--- src/hdl/stepper_microstep_positioner_unit_defines.svh ---
// Assertion macros shared by the stepper positioner RTL.
// Needs a clock named clock and a synchronous reset named reset in scope.
`ifndef STEPPER_MICROSTEP_POSITIONER_UNIT_DEFINES_SVH
`define STEPPER_MICROSTEP_POSITIONER_UNIT_DEFINES_SVH

// Same-cycle implication, checked outside reset.
`define SMP_ASSERT_NOW(label, ante, cons, msg) \
   label: assert property (@(posedge clock) disable iff (reset) (ante) |-> (cons)) \
      else $error(msg);

// Next-cycle implication, checked outside reset.
`define SMP_ASSERT_NEXT(label, ante, cons, msg) \
   label: assert property (@(posedge clock) disable iff (reset) (ante) |=> (cons)) \
      else $error(msg);

`endif

--- src/hdl/smp_pkg.sv ---
// Shared types, constants and drive tables of the stepper microstep positioner.
// No dependencies; imported by every module of the block.
package smp_pkg;

   localparam int MicrostepsPerStep = 10;
   localparam int TableSize         = 4 * MicrostepsPerStep;
   localparam int PhaseWidth        = $clog2(TableSize);
   localparam int CsrAddrWidth      = 3;
   localparam int CsrDataWidth      = 32;

   localparam longint PiHalfQ30 = 64'sd1686629713;
   localparam longint OneQ30    = 64'sd1073741824;

   // angle of one microstep in Q30, split into quotient and remainder
   localparam longint AngleStepQ30 = PiHalfQ30 / MicrostepsPerStep;
   localparam longint AngleStepRem = PiHalfQ30 % MicrostepsPerStep;

   localparam logic [15:0] IntervalReset = 16'd5000;

   // Register indexes
   localparam logic RegStepInterval = 1'b0;

   typedef struct packed {
      logic                         coils_on;
      logic [PhaseWidth-1:0]        phase;
      logic [15:0]                  tick_count;
      logic signed [31:0]           target;
      logic signed [31:0]           position;
   } smp_state_type;

   typedef struct packed {
      logic [3:0]         coil_drive;
      logic [7:0]         pwm_a;
      logic [7:0]         pwm_b;
      logic signed [31:0] position;
      logic               ready_res;
   } smp_result_type;

   localparam smp_state_type StateReset = '0;

   typedef logic [TableSize-1:0][7:0] duty_table_type;
   typedef logic [TableSize-1:0][3:0] coil_table_type;

   // sin of r/M quarter turns in Q2.30, Taylor series through x^17
   function automatic longint sine_q30(input int r);
      longint x;
      longint frac;
      longint x2;
      longint term;
      longint sum;
      if (r <= 0) begin
         return 64'sd0;
      end
      if (r >= MicrostepsPerStep) begin
         return OneQ30;
      end
      x    = AngleStepQ30 * longint'(r);
      frac = AngleStepRem * longint'(r);
      // fold the leftover remainder into the angle
      while (frac >= MicrostepsPerStep) begin
         frac = frac - MicrostepsPerStep;
         x    = x + 1;
      end
      x2   = (x * x) >>> 30;
      term = x;
      sum  = x;
      term = ((term * x2) >>> 30) / 6;   sum = sum - term;
      term = ((term * x2) >>> 30) / 20;  sum = sum + term;
      term = ((term * x2) >>> 30) / 42;  sum = sum - term;
      term = ((term * x2) >>> 30) / 72;  sum = sum + term;
      term = ((term * x2) >>> 30) / 110; sum = sum - term;
      term = ((term * x2) >>> 30) / 156; sum = sum + term;
      term = ((term * x2) >>> 30) / 210; sum = sum - term;
      term = ((term * x2) >>> 30) / 272; sum = sum + term;
      if (sum < 0) begin
         sum = 0;
      end
      if (sum > OneQ30) begin
         sum = OneQ30;
      end
      return sum;
   endfunction

   // largest v with v*v*2^30 <= 65025*s
   function automatic logic [7:0] root_duty(input longint s);
      longint lim;
      int     v;
      lim = 64'sd65025 * s;
      v   = 0;
      for (int k = 1; k <= 255; k++) begin
         if (longint'(k) * longint'(k) * OneQ30 <= lim) begin
            v = k;
         end
      end
      return 8'(v);
   endfunction

   function automatic duty_table_type build_duty_a();
      duty_table_type t;
      int r;
      for (int i = 0; i < TableSize; i++) begin
         r = (i >= 2 * MicrostepsPerStep) ? i - 2 * MicrostepsPerStep : i;
         if (r > MicrostepsPerStep) begin
            r = 2 * MicrostepsPerStep - r;
         end
         t[i] = root_duty(sine_q30(r));
      end
      return t;
   endfunction

   localparam duty_table_type DutyATable = build_duty_a();

   function automatic duty_table_type build_duty_b();
      duty_table_type t;
      int src;
      for (int i = 0; i < TableSize; i++) begin
         src  = (i >= MicrostepsPerStep) ? i - MicrostepsPerStep
                                         : i + TableSize - MicrostepsPerStep;
         t[i] = DutyATable[src];
      end
      return t;
   endfunction

   function automatic coil_table_type build_coils();
      coil_table_type t;
      int shifted;
      for (int i = 0; i < TableSize; i++) begin
         shifted = (i >= MicrostepsPerStep) ? i - MicrostepsPerStep
                                            : i + TableSize - MicrostepsPerStep;
         t[i][0] = (i < 2 * MicrostepsPerStep);
         t[i][1] = !(i < 2 * MicrostepsPerStep);
         t[i][2] = (shifted < 2 * MicrostepsPerStep);
         t[i][3] = !(shifted < 2 * MicrostepsPerStep);
      end
      return t;
   endfunction

   localparam duty_table_type DutyBTable = build_duty_b();
   localparam coil_table_type CoilTable  = build_coils();

endpackage

--- src/hdl/smp_state_store.sv ---
// Single-entry synchronous state memory with a registered read.
// Forwards the last written record so an update can follow in the next cycle.
// Depends on smp_pkg.
`include "stepper_microstep_positioner_unit_defines.svh"

module smp_state_store (
   input  logic                  clock,
   input  logic                  reset,
   input  logic                  wr_en,
   input  smp_pkg::smp_state_type wr_data,
   output smp_pkg::smp_state_type rd_data
);
   import smp_pkg::*;

   smp_state_type mem [1];
   smp_state_type rdata_ff;
   smp_state_type byp_data_ff;
   logic          byp_valid_ff;
   logic          mem_we;
   smp_state_type mem_wd;

   assign mem_we = reset || wr_en;
   assign mem_wd = reset ? StateReset : wr_data;

   always_ff @(posedge clock) begin
      if (mem_we) begin
         mem[0] <= mem_wd;
      end
      rdata_ff <= mem[0];
   end

   // hold the freshest record until the memory read catches up
   always_ff @(posedge clock) begin
      if (reset) begin
         byp_valid_ff <= 1'b1;
      end else begin
         byp_valid_ff <= wr_en;
      end
      byp_data_ff <= mem_wd;
   end

   assign rd_data = byp_valid_ff ? byp_data_ff : rdata_ff;

   `SMP_ASSERT_NEXT(a_fwd_write, mem_we, rd_data == $past(mem_wd), "write not forwarded")
   `SMP_ASSERT_NOW(a_mem_read, $past(mem_we, 2) && !$past(mem_we),
      rd_data == $past(mem_wd, 2), "memory read lost a write")

endmodule

--- src/hdl/smp_update.sv ---
// Next-state and result logic of the positioner: target move, tick divider,
// microstep toward the target and drive table lookup. Depends on smp_pkg.
module smp_update (
   input  smp_pkg::smp_state_type  cur,
   input  logic                    command,
   input  logic signed [31:0]      move_amount,
   input  logic [15:0]             step_interval,
   output smp_pkg::smp_state_type  nxt,
   output smp_pkg::smp_result_type result
);
   import smp_pkg::*;

   logic signed [32:0] sum;
   logic [16:0]        tick_next;
   logic               at_target;
   logic               go_down;

   assign sum       = {cur.target[31], cur.target} + {move_amount[31], move_amount};
   assign tick_next = {1'b0, cur.tick_count} + 17'd1;
   assign at_target = (cur.position == cur.target);
   assign go_down   = (cur.target < cur.position);

   always_comb begin
      nxt = cur;
      if (command) begin
         if (sum[32] != sum[31]) begin
            nxt.target = sum[32] ? 32'sh8000_0000 : 32'sh7FFF_FFFF;
         end else begin
            nxt.target = sum[31:0];
         end
      end else if (at_target) begin
         nxt.tick_count = 16'd0;
      end else if (tick_next >= {1'b0, step_interval}) begin
         nxt.tick_count = 16'd0;
         nxt.coils_on   = 1'b1;
         // advance position and table phase together, phase wraps
         if (go_down) begin
            nxt.position = cur.position - 32'sd1;
            nxt.phase    = (cur.phase == '0) ? PhaseWidth'(TableSize - 1)
                                             : cur.phase - PhaseWidth'(1);
         end else begin
            nxt.position = cur.position + 32'sd1;
            nxt.phase    = (cur.phase == PhaseWidth'(TableSize - 1)) ? '0
                                             : cur.phase + PhaseWidth'(1);
         end
      end else begin
         nxt.tick_count = tick_next[15:0];
      end
   end

   always_comb begin
      result.position  = nxt.position;
      result.ready_res = (nxt.position == nxt.target);
      if (nxt.coils_on) begin
         result.coil_drive = CoilTable[nxt.phase];
         result.pwm_a      = DutyATable[nxt.phase];
         result.pwm_b      = DutyBTable[nxt.phase];
      end else begin
         result.coil_drive = 4'd0;
         result.pwm_a      = 8'd0;
         result.pwm_b      = 8'd0;
      end
   end

endmodule

--- src/hdl/stepper_microstep_positioner_unit.sv ---
// Stepper microstep positioner. Takes one item per clock: a move (command 1) adds
// move_amount to the saturating target, a tick (command 0) advances the step divider
// and moves the position one microstep toward the target every step_interval ticks.
// Each item is processed against a single-entry state memory whose last write is
// forwarded, and its result is presented in the output register on the next cycle;
// a result that waits blocks a new transfer only while it is not taken.
// step_interval sits at CSR byte address 0 (reset 5000; 0 behaves as 1).
// Depends on smp_pkg, smp_state_store, smp_update.
`include "stepper_microstep_positioner_unit_defines.svh"

module stepper_microstep_positioner_unit (
   input  logic                              clock,
   input  logic                              reset,
   input  logic                              req_valid,
   output logic                              req_ready,
   input  logic                              req_command,
   input  logic signed [31:0]                req_move_amount,
   output logic                              rsp_valid,
   input  logic                              rsp_ready,
   output logic [3:0]                        rsp_coil_drive,
   output logic [7:0]                        rsp_pwm_a,
   output logic [7:0]                        rsp_pwm_b,
   output logic signed [31:0]                rsp_position,
   output logic                              rsp_ready_res,
   input  logic                              csr_psel,
   input  logic                              csr_penable,
   input  logic                              csr_pwrite,
   input  logic [smp_pkg::CsrAddrWidth-1:0]  csr_paddr,
   input  logic [smp_pkg::CsrDataWidth-1:0]  csr_pwdata,
   output logic [smp_pkg::CsrDataWidth-1:0]  csr_prdata,
   output logic                              csr_pready
);
   import smp_pkg::*;

   logic           accept;
   logic           csr_wr;
   logic [15:0]    interval_ff;
   logic [15:0]    interval_in;
   logic           rsp_valid_ff;
   logic           rsp_valid_in;
   smp_result_type rsp_data_ff;
   smp_state_type  cur_state;
   smp_state_type  nxt_state;
   smp_result_type result;

   assign req_ready = !rsp_valid_ff || rsp_ready;
   assign accept    = req_valid && req_ready;

   smp_state_store u_store (
      .clock   (clock),
      .reset   (reset),
      .wr_en   (accept),
      .wr_data (nxt_state),
      .rd_data (cur_state)
   );

   smp_update u_update (
      .cur           (cur_state),
      .command       (req_command),
      .move_amount   (req_move_amount),
      .step_interval (interval_ff),
      .nxt           (nxt_state),
      .result        (result)
   );

   // configuration port
   assign csr_pready = 1'b1;
   assign csr_wr     = csr_psel && csr_penable && csr_pwrite;

   always_comb begin
      interval_in = interval_ff;
      if (csr_wr && csr_paddr[2] == RegStepInterval) begin
         interval_in = csr_pwdata[15:0];
      end
   end

   always_comb begin
      csr_prdata = '0;
      if (csr_paddr[2] == RegStepInterval) begin
         csr_prdata = {{(CsrDataWidth - 16){1'b0}}, interval_ff};
      end
   end

   always_ff @(posedge clock) begin
      if (reset) begin
         interval_ff <= IntervalReset;
      end else begin
         interval_ff <= interval_in;
      end
   end

   // output register: load on transfer in, drop on transfer out
   assign rsp_valid_in = accept || (rsp_valid_ff && !rsp_ready);

   always_ff @(posedge clock) begin
      if (reset) begin
         rsp_valid_ff <= 1'b0;
      end else begin
         rsp_valid_ff <= rsp_valid_in;
      end
      if (accept) begin
         rsp_data_ff <= result;
      end
   end

   assign rsp_valid      = rsp_valid_ff;
   assign rsp_coil_drive = rsp_data_ff.coil_drive;
   assign rsp_pwm_a      = rsp_data_ff.pwm_a;
   assign rsp_pwm_b      = rsp_data_ff.pwm_b;
   assign rsp_position   = rsp_data_ff.position;
   assign rsp_ready_res  = rsp_data_ff.ready_res;

   `SMP_ASSERT_NEXT(a_accept_rsp, accept, rsp_valid_ff, "accepted item gave no result")
   `SMP_ASSERT_NEXT(a_rsp_state, accept,
      rsp_position == cur_state.position &&
      rsp_ready_res == (cur_state.position == cur_state.target),
      "result disagrees with stored state")

endmodule
--- config.mk ---
export PLATFORM = sky130hd
export DESIGN_NAME = stepper_microstep_positioner_unit
export DESIGN_NICKNAME = d
export VERILOG_FILES = /design/src/hdl/smp_pkg.sv /design/src/hdl/smp_state_store.sv /design/src/hdl/smp_update.sv /design/src/hdl/stepper_microstep_positioner_unit.sv
export VERILOG_INCLUDE_DIRS = /design/src /design/src/hdl
export SDC_FILE = /design/constraint.sdc
export NUM_CORES = 1
export LEC_CHECK = 0
export CORE_ASPECT_RATIO = 2
export CORE_MARGIN = 4
export CORE_UTILIZATION = 64
export DETAILED_ROUTE_END_ITERATION = 16
export DONT_BUFFER_PORTS = 1
export PLACE_DENSITY = 0.8
export SETUP_SLACK_MARGIN = 0.02
export SLEW_MARGIN = 20
export SYNTH_ARGS = -nofsm -noshare
export SYNTH_HDL_FRONTEND = slang
export SYNTH_HIERARCHICAL = 1
export SYNTH_SLANG_ARGS = --single-unit
--- constraint.sdc ---
create_clock -name clock -period 6.7 [get_ports clock]
set_input_delay 1.34 -clock clock [delete_from_list [all_inputs] [get_ports clock]]
set_output_delay 1.34 -clock clock [all_outputs]
set_load 0.03 [all_outputs]
==> reports/metrics.cfg, run 1 <==
[run_status]
outcome = complete, no violations

[yosys]
synth-seq-cells = 332
postSynthAreaPerCell_um2 = 10.1
synthTopCellsByCount = 192 x dfxtp_1, 140 x edfxtp_1, 125 x ha_1
yosysTopAreaCellShare_pct = 22.6
synth-async-reset-ratio_pct = 0
synth.most_common_cell = dfxtp_1
yosys.area.top_type = edfxtp_1
ys_seq_area_share_pct = 43.3
syn_inst = 1839
netlist_top_cells_area = edfxtp_1 23%, dfxtp_1 21%, ha_1 8.4%
synthesis.area_mm2 = 0.0186
yosys.cell_types.count = 82
ys_warn_count = 6
ys.flop_type = dfxtp_1
synth_edf_count = 140

[sta]
fin_crit_ns = 6.47
fmax_mhz = 154
finalCritPeriodShare_pct = 96.6
setup_slack_ns = 0.225
slew_headroom_pct = 28.0
final_hold_viol_count = 0
setup-tns-final_ns = 0
tightest_slew_ns = 1.08
drv_slew = 0
setup-violations-final = 0
fin_worst_skew_ns = 0.0143

[critical_path]
cp_slowest_cell = nor4_2
cpPeakStageDelay_ns = 0.45
start_kind = flop
crit_required_ns = 7.12
path_class = reg -> reg
end_kind = flop
arrival_ns = 6.90
worstPathCellList = buf_4 > buf_12 > mux2_4 > ha_1 > nand4_1 > nor4_2 > nor2_1 > a311oi_1 > a21o_2 > buf_12 > ha_1 > a21oi_1 > nand2b_1 > o21ai_0 > nand2_1 > xor2_1 > mux2i_2 > a211oi_1 > a2111o_1 > nor4_2 > nand3_1 > nor4_1 > and4_1
crit_fanout = 29

[die]
die_area_mm2 = 0.0320
fp.coreArea_mm2 = 0.0287
die-height_um = 249
die_w_um = 128
start_util_pct = 64.6
pin_count = 163
row_count = 88

[final_layout]
antennaDiodeCount = 0
areaGrowthSynthToFinish_pct = 8.71
regArea_mm2 = 0.00805
nets = 2063
n_fill_cell = 2181
multi_input_area_mm2 = 0.00950
drive_gt1_share_pct = 14.9

[cts]
cts_root_buffer = clkbuf_16
insertion_delay_ns = 0.56
cts_htree_levels = 1
numCtsBuffers = 29
path_clk_slew_ns = 0.07
clock_sinks = 332
cts_buffer_depth = 3
cts_tree = done
holdBufCountCts = 0

[placed_design]
dp_slack_ns = 0.160
routabilityCongestion = 0.975
dpl.hpwl_um = 37700
portBuffers = 0

[routing]
post_drt_wl_per_cell_um = 22.4
drt-vias-per-instance = 6.37
detail-route-antenna-nets = 0
initialDrtViolationCount = 938
vias = 14298
wl_um = 50300
drtPass1Iterations = 5
post-route-drc-count = 0

[pwr]
max-vdd-ir-drop_uv = 299
p_per_area_mw_per_mm2 = 423
p_leak_nw = 8.54

[global_route]
grt_max_degree = 123
grt_pass1_vias = 14467
antenna_found_initial = 0
grt_overflow = 0
grt_use_total_pct = 30.8
grt_pass1_wl_um = 77400

[hold_path]
hp-class = reg -> reg

[job]
maxCapViolations = 0

## final cells by class
class / count / area share (%)
timing repair buffer: 107 / 4.29
clock buffer: 39 / 3.98
inverter: 97 / 1.80
tap: 360 / 2.23
clock inverter: 14 / 0.738
sequential: 332 / 39.9
multi-input combinational: 1294 / 47.1
## cells in the final DEF (no fill, tap or decap), drive strengths merged, types with 20 or more instances in the layout
cell type / n
mux2: 89
ha: 125
nand2: 117
nor2b: 105
mux2i: 31
nand4: 20
a21o: 45
clkbuf: 39
a21oi: 105
nor2: 88
inv: 100
nor3: 26
buf: 107
nand3: 38
xor2: 38
o211ai: 26
a211oi: 20
dfxtp: 192
xnor2: 53
edfxtp: 140
nand2b: 34
o21ai: 95
## per-layer routing
layer | wire (µm) | global-route usage, % | vias to the layer above
met3 | 2390 | 3.93 | 207
met4 | 4510 | 23.6 | 0
met2 | 26300 | 55.5 | 587
met1 | 17200 | 31.2 | 6845
li1 | - | - | 6659
met5 | 0 | 0 | -
## worst paths after layout
| kind | startpoint | endpoint | slack (ns) | cells after the start |
|---|---|---|---|---|
| setup / recovery | u_store/byp_valid_ff | rsp_ready_res | 0.23 | 23 |
| hold / removal | u_store/mem[0][22] | u_store/rdata_ff[22] | 0.33 | 0 |
| setup reg to reg | u_store/byp_valid_ff | rsp_ready_res | 0.23 | 23 |
| hold reg to reg | u_store/mem[0][22] | u_store/rdata_ff[22] | 0.33 | 0 |
## power by group
| part | total (mW) | switching [mW] | internal, mW |
|---|---|---|---|
| Combinational | 4.10 | 2.44 | 1.65 |
| Sequential | 2.77 | 0.233 | 2.54 |
| Clock | 1.68 | 0.752 | 0.929 |
## what timing repair did
| item | CTS | global route |
|---|---|---|
| buffers inserted | 0 | 3 |
| setup endpoints to repair | 0 | 3 |
| resized for setup | 0 | 7 |
## sequential cells by signal, indices dropped and copies added, names as in the netlist, 4 cells and up
register             count
u_store/byp_data_ff     87
u_store/mem             87
u_store/rdata_ff        87
rsp_position            32
interval_ff             16
rsp_pwm_a                8
rsp_pwm_b                8
rsp_coil_drive           4
## through the flow
step / hold WS, ns / utilization (%) / power (mW) / instances / area, µm²
detailed placement: 0.327 / 66.7 / 6.77 / 2187 / 19200
CTS: 0.332 / 70.0 / 8.49 / 2240 / 20100
global route: 0.340 / 70.2 / 9.01 / 2243 / 20200
finish: 0.331 / 70.2 / 8.55 / 2243 / 20200
floorplan: 0.323 / - / 5.60 / 1854 / 18600
global placement: 0.324 / 66.7 / 6.70 / 2187 / 19200
## worst max-delay path, delay by kind of cell (launching register included)
family / cells / cell delay (ns)
xor gates and xnor gates: 1 / 0.17
DFF: 1 / 0.44
muxes: 2 / 0.80
and+or+nand+nor: 9 / 2.12
buffers and inverters: 3 / 0.53
AOI/OAI and AO/OA: 6 / 1.64
adders and majority gates: 2 / 0.63
## kinds of logic (layout without fill, tap and decap cells)
logic type	count (synthesis)	in the layout	synth area share [%]
xor+xnor	91	91	4.29
flops	332	332	43.3
buf+inv	228	257	6.10
simple gates	483	483	13.3
mux	120	120	7.68
fa+ha+maj	127	127	8.64
other cells	2	17	0.0404
compound gates	456	456	16.6
(Power assumes the default switching activity.)
==> run 2: changes to the inputs <==
--- a/config.mk
+++ b/config.mk
@@ -7,10 +7,11 @@
 export NUM_CORES = 1
 export LEC_CHECK = 0
 export CORE_ASPECT_RATIO = 2
-export CORE_MARGIN = 4
+export CORE_MARGIN = 5
 export CORE_UTILIZATION = 64
 export DETAILED_ROUTE_END_ITERATION = 16
 export DONT_BUFFER_PORTS = 1
+export GPL_TIMING_DRIVEN = 0
 export PLACE_DENSITY = 0.8
 export SETUP_SLACK_MARGIN = 0.02
 export SLEW_MARGIN = 20
==> reports/metrics.cfg, run 2 (same netlist as run 1, synthesis figures left out) <==
[run_status]
outcome = complete, no violations

[critical_path]
arrival_ns = 7.11  ; +0.21 ns
start_kind = flop
cp_slowest_cell = nor4_4
cp_top_family = simple AND/OR/NAND/NOR gates
crit_buf_inv = 5  ; +2
critical_path.startpoint = u_store/byp_valid_ff
crit_fanout = 10  ; -66%
r2r_setup_slack_ns = 0.03  ; -0.20 ns
cpPeakStageDelay_ns = 0.42  ; -0.03 ns
end_kind = flop
crit_required_ns = 7.14  ; +0.02 ns
r2r_start = u_store/byp_valid_ff
path_class = reg -> reg

[routing]
detail-route-antenna-nets = 0  ; unchanged
drt-vias-per-instance = 6.42  ; +0.70%
vias = 14623  ; +2.3%
wl_um = 54800  ; +8.8%
post_drt_wl_per_cell_um = 24.0  ; +7.2%
drtPass1Iterations = 5  ; unchanged
post-route-drc-count = 0  ; unchanged
initialDrtViolationCount = 1088  ; +16%

[pwr]
swShare_pct = 41.4  ; +1.3 points
max-vdd-ir-drop_uv = 311  ; +3.8%
intPower_mw = 5.05  ; -1.3%
p_per_area_mw_per_mm2 = 423  ; -0.21%
p_leak_nw = 8.58  ; +0.44%
netSwitchingPower_mw = 3.57  ; +4.3%
pwr-share-clk_pct = 19.3  ; -0.4 points
pwr-share-seq_pct = 32.2  ; -0.2 points
power_frac_comb_pct = 48.5  ; +0.6 points

[cts]
cts_root_buffer = clkbuf_16
holdBufCountCts = 0  ; unchanged
insertion_delay_ns = 0.57  ; about the same
clock_sinks = 332  ; unchanged
numCtsBuffers = 28  ; -3.4%
cts_htree_levels = 1  ; unchanged
path_clk_slew_ns = 0.08  ; about the same
cts_buffer_depth = 3  ; unchanged
cts_tree = done

[die]
die-height_um = 251  ; +0.80%
row_count = 88  ; unchanged
fp.coreArea_mm2 = 0.0287  ; unchanged
die_w_um = 130  ; +1.6%
pin_count = 163  ; unchanged
start_util_pct = 64.6  ; unchanged
die_area_mm2 = 0.0327  ; +2.4%

[global_route]
antenna_found_initial = 0  ; unchanged
grt_overflow = 0  ; unchanged
grt_use_total_pct = 32.8  ; +2.0 points
grt_pass1_vias = 14987  ; +3.6%
grt_pass1_wl_um = 82900  ; +7.1%
grt_max_degree = 47  ; -62%

[final_layout]
antennaDiodeCount = 0  ; unchanged
n_fill_cell = 2106  ; -3.4%
nets = 2098  ; +1.7%
post-route-util_pct = 71.0  ; +0.80 points
layout_commonest_cell = dfxtp_1
areaGrowthSynthToFinish_pct = 9.95
regArea_mm2 = 0.00805  ; about the same
multi_input_area_mm2 = 0.00966  ; +1.7%
drive_gt1_share_pct = 15.3  ; +0.46 points
reg_top3 = u_store/byp_data_ff (87), u_store/mem (87), u_store/rdata_ff (87)
layout_common_cells = 192 x dfxtp_1, 140 x edfxtp_1, 121 x ha_1
final_cells = 2278  ; +1.6%

[sta]
drv_slew = 0  ; unchanged
slew_headroom_pct = 22.4  ; -5.6 points
rsz0062_at_grt = yes
fmax_mhz = 150  ; -3.0%
final_hold_viol_count = 0  ; unchanged
finalCritPeriodShare_pct = 99.6  ; +2.9 points
fin_worst_skew_ns = 0.0150  ; +0.000771 ns
setup-violations-final = 0  ; unchanged
tightest_slew_ns = 1.15  ; +0.0713 ns
fin_crit_ns = 6.67  ; +0.197 ns

[job]
maxCapViolations = 0  ; unchanged

[placed_design]
routabilityCongestion = 0.979  ; +0.41%
dpl.cell_count = 2216  ; +1.3%
dpl.hpwl_um = 41600  ; +10%
portBuffers = 0  ; unchanged

[hold_path]
hp-start = u_store/mem[0][9]
hp-class = reg -> reg

## run 2: cell count changes in the layout (fill, tap and decap cells not counted), sizes merged
cell and change:
clkbuf +57, buf -25, clkinv +5, inv -3, a21o +1
## run 2: area by class of cell
class,count,area share (%)
Timing Repair Buffer,14,0.735
Multi-Input combinational cell,1295,47.3
Buffer,128,3.86
Tap cell,360,2.21
Clock buffer,36,3.89
Clock inverter,16,0.742
Inverter,97,1.81
Sequential cell,332,39.4
## run 2: final timing paths
check	to	cells after the start
setup / recovery	rsp_ready_res	26
hold / removal	u_store/rdata_ff[9]	0
setup reg to reg	rsp_ready_res	26
hold reg to reg	u_store/rdata_ff[9]	0
## run 2: power groups by stage
stage	logic [mW]	clock network, mW	registers (mW)
2_1_floorplan	2.83	0	2.77
3_3_place_gp	3.77	0	2.80
3_5_place_dp	3.82	0	2.82
4_1_cts	3.96	1.69	2.78
5_1_grt	4.49	1.77	2.81
6_report	4.19	1.66	2.77
## run 2: what timing repair did
item,CTS,global route
cloned,1,0
setup endpoints to repair,60,15
gates resized for setup,35,47
hold endpoints to repair,0,0
buffers inserted,5,7
pin swaps,2,9
## run 2: metal layers
| layer | vias up | track usage (%) | share of wire [%] |
|---|---|---|---|
| met4 | 0 | 22.7 | 8.5 |
| met3 | 233 | 4.19 | 4.9 |
| met5 | - | 0 | 0 |
| li1 | 6731 | - | - |
| met1 | 7004 | 32.8 | 34 |
| met2 | 655 | 60.7 | 53 |
## run 2: stage by stage
step	cell area, µm²	power, mW	setup TNS (ns)	worst slack [ns]	hold slack (ns)
detailed placement	19100	6.64	-22.29	-1.37	0.327
CTS	20200	8.43	0	0.0215	0.332
finish	20400	8.63	0	0.0281	0.331
floorplan	18600	5.60	0	0.645	0.323
global route	20400	9.07	-0.128	-0.128	0.333
global placement	19100	6.57	-42.52	-1.73	0.324
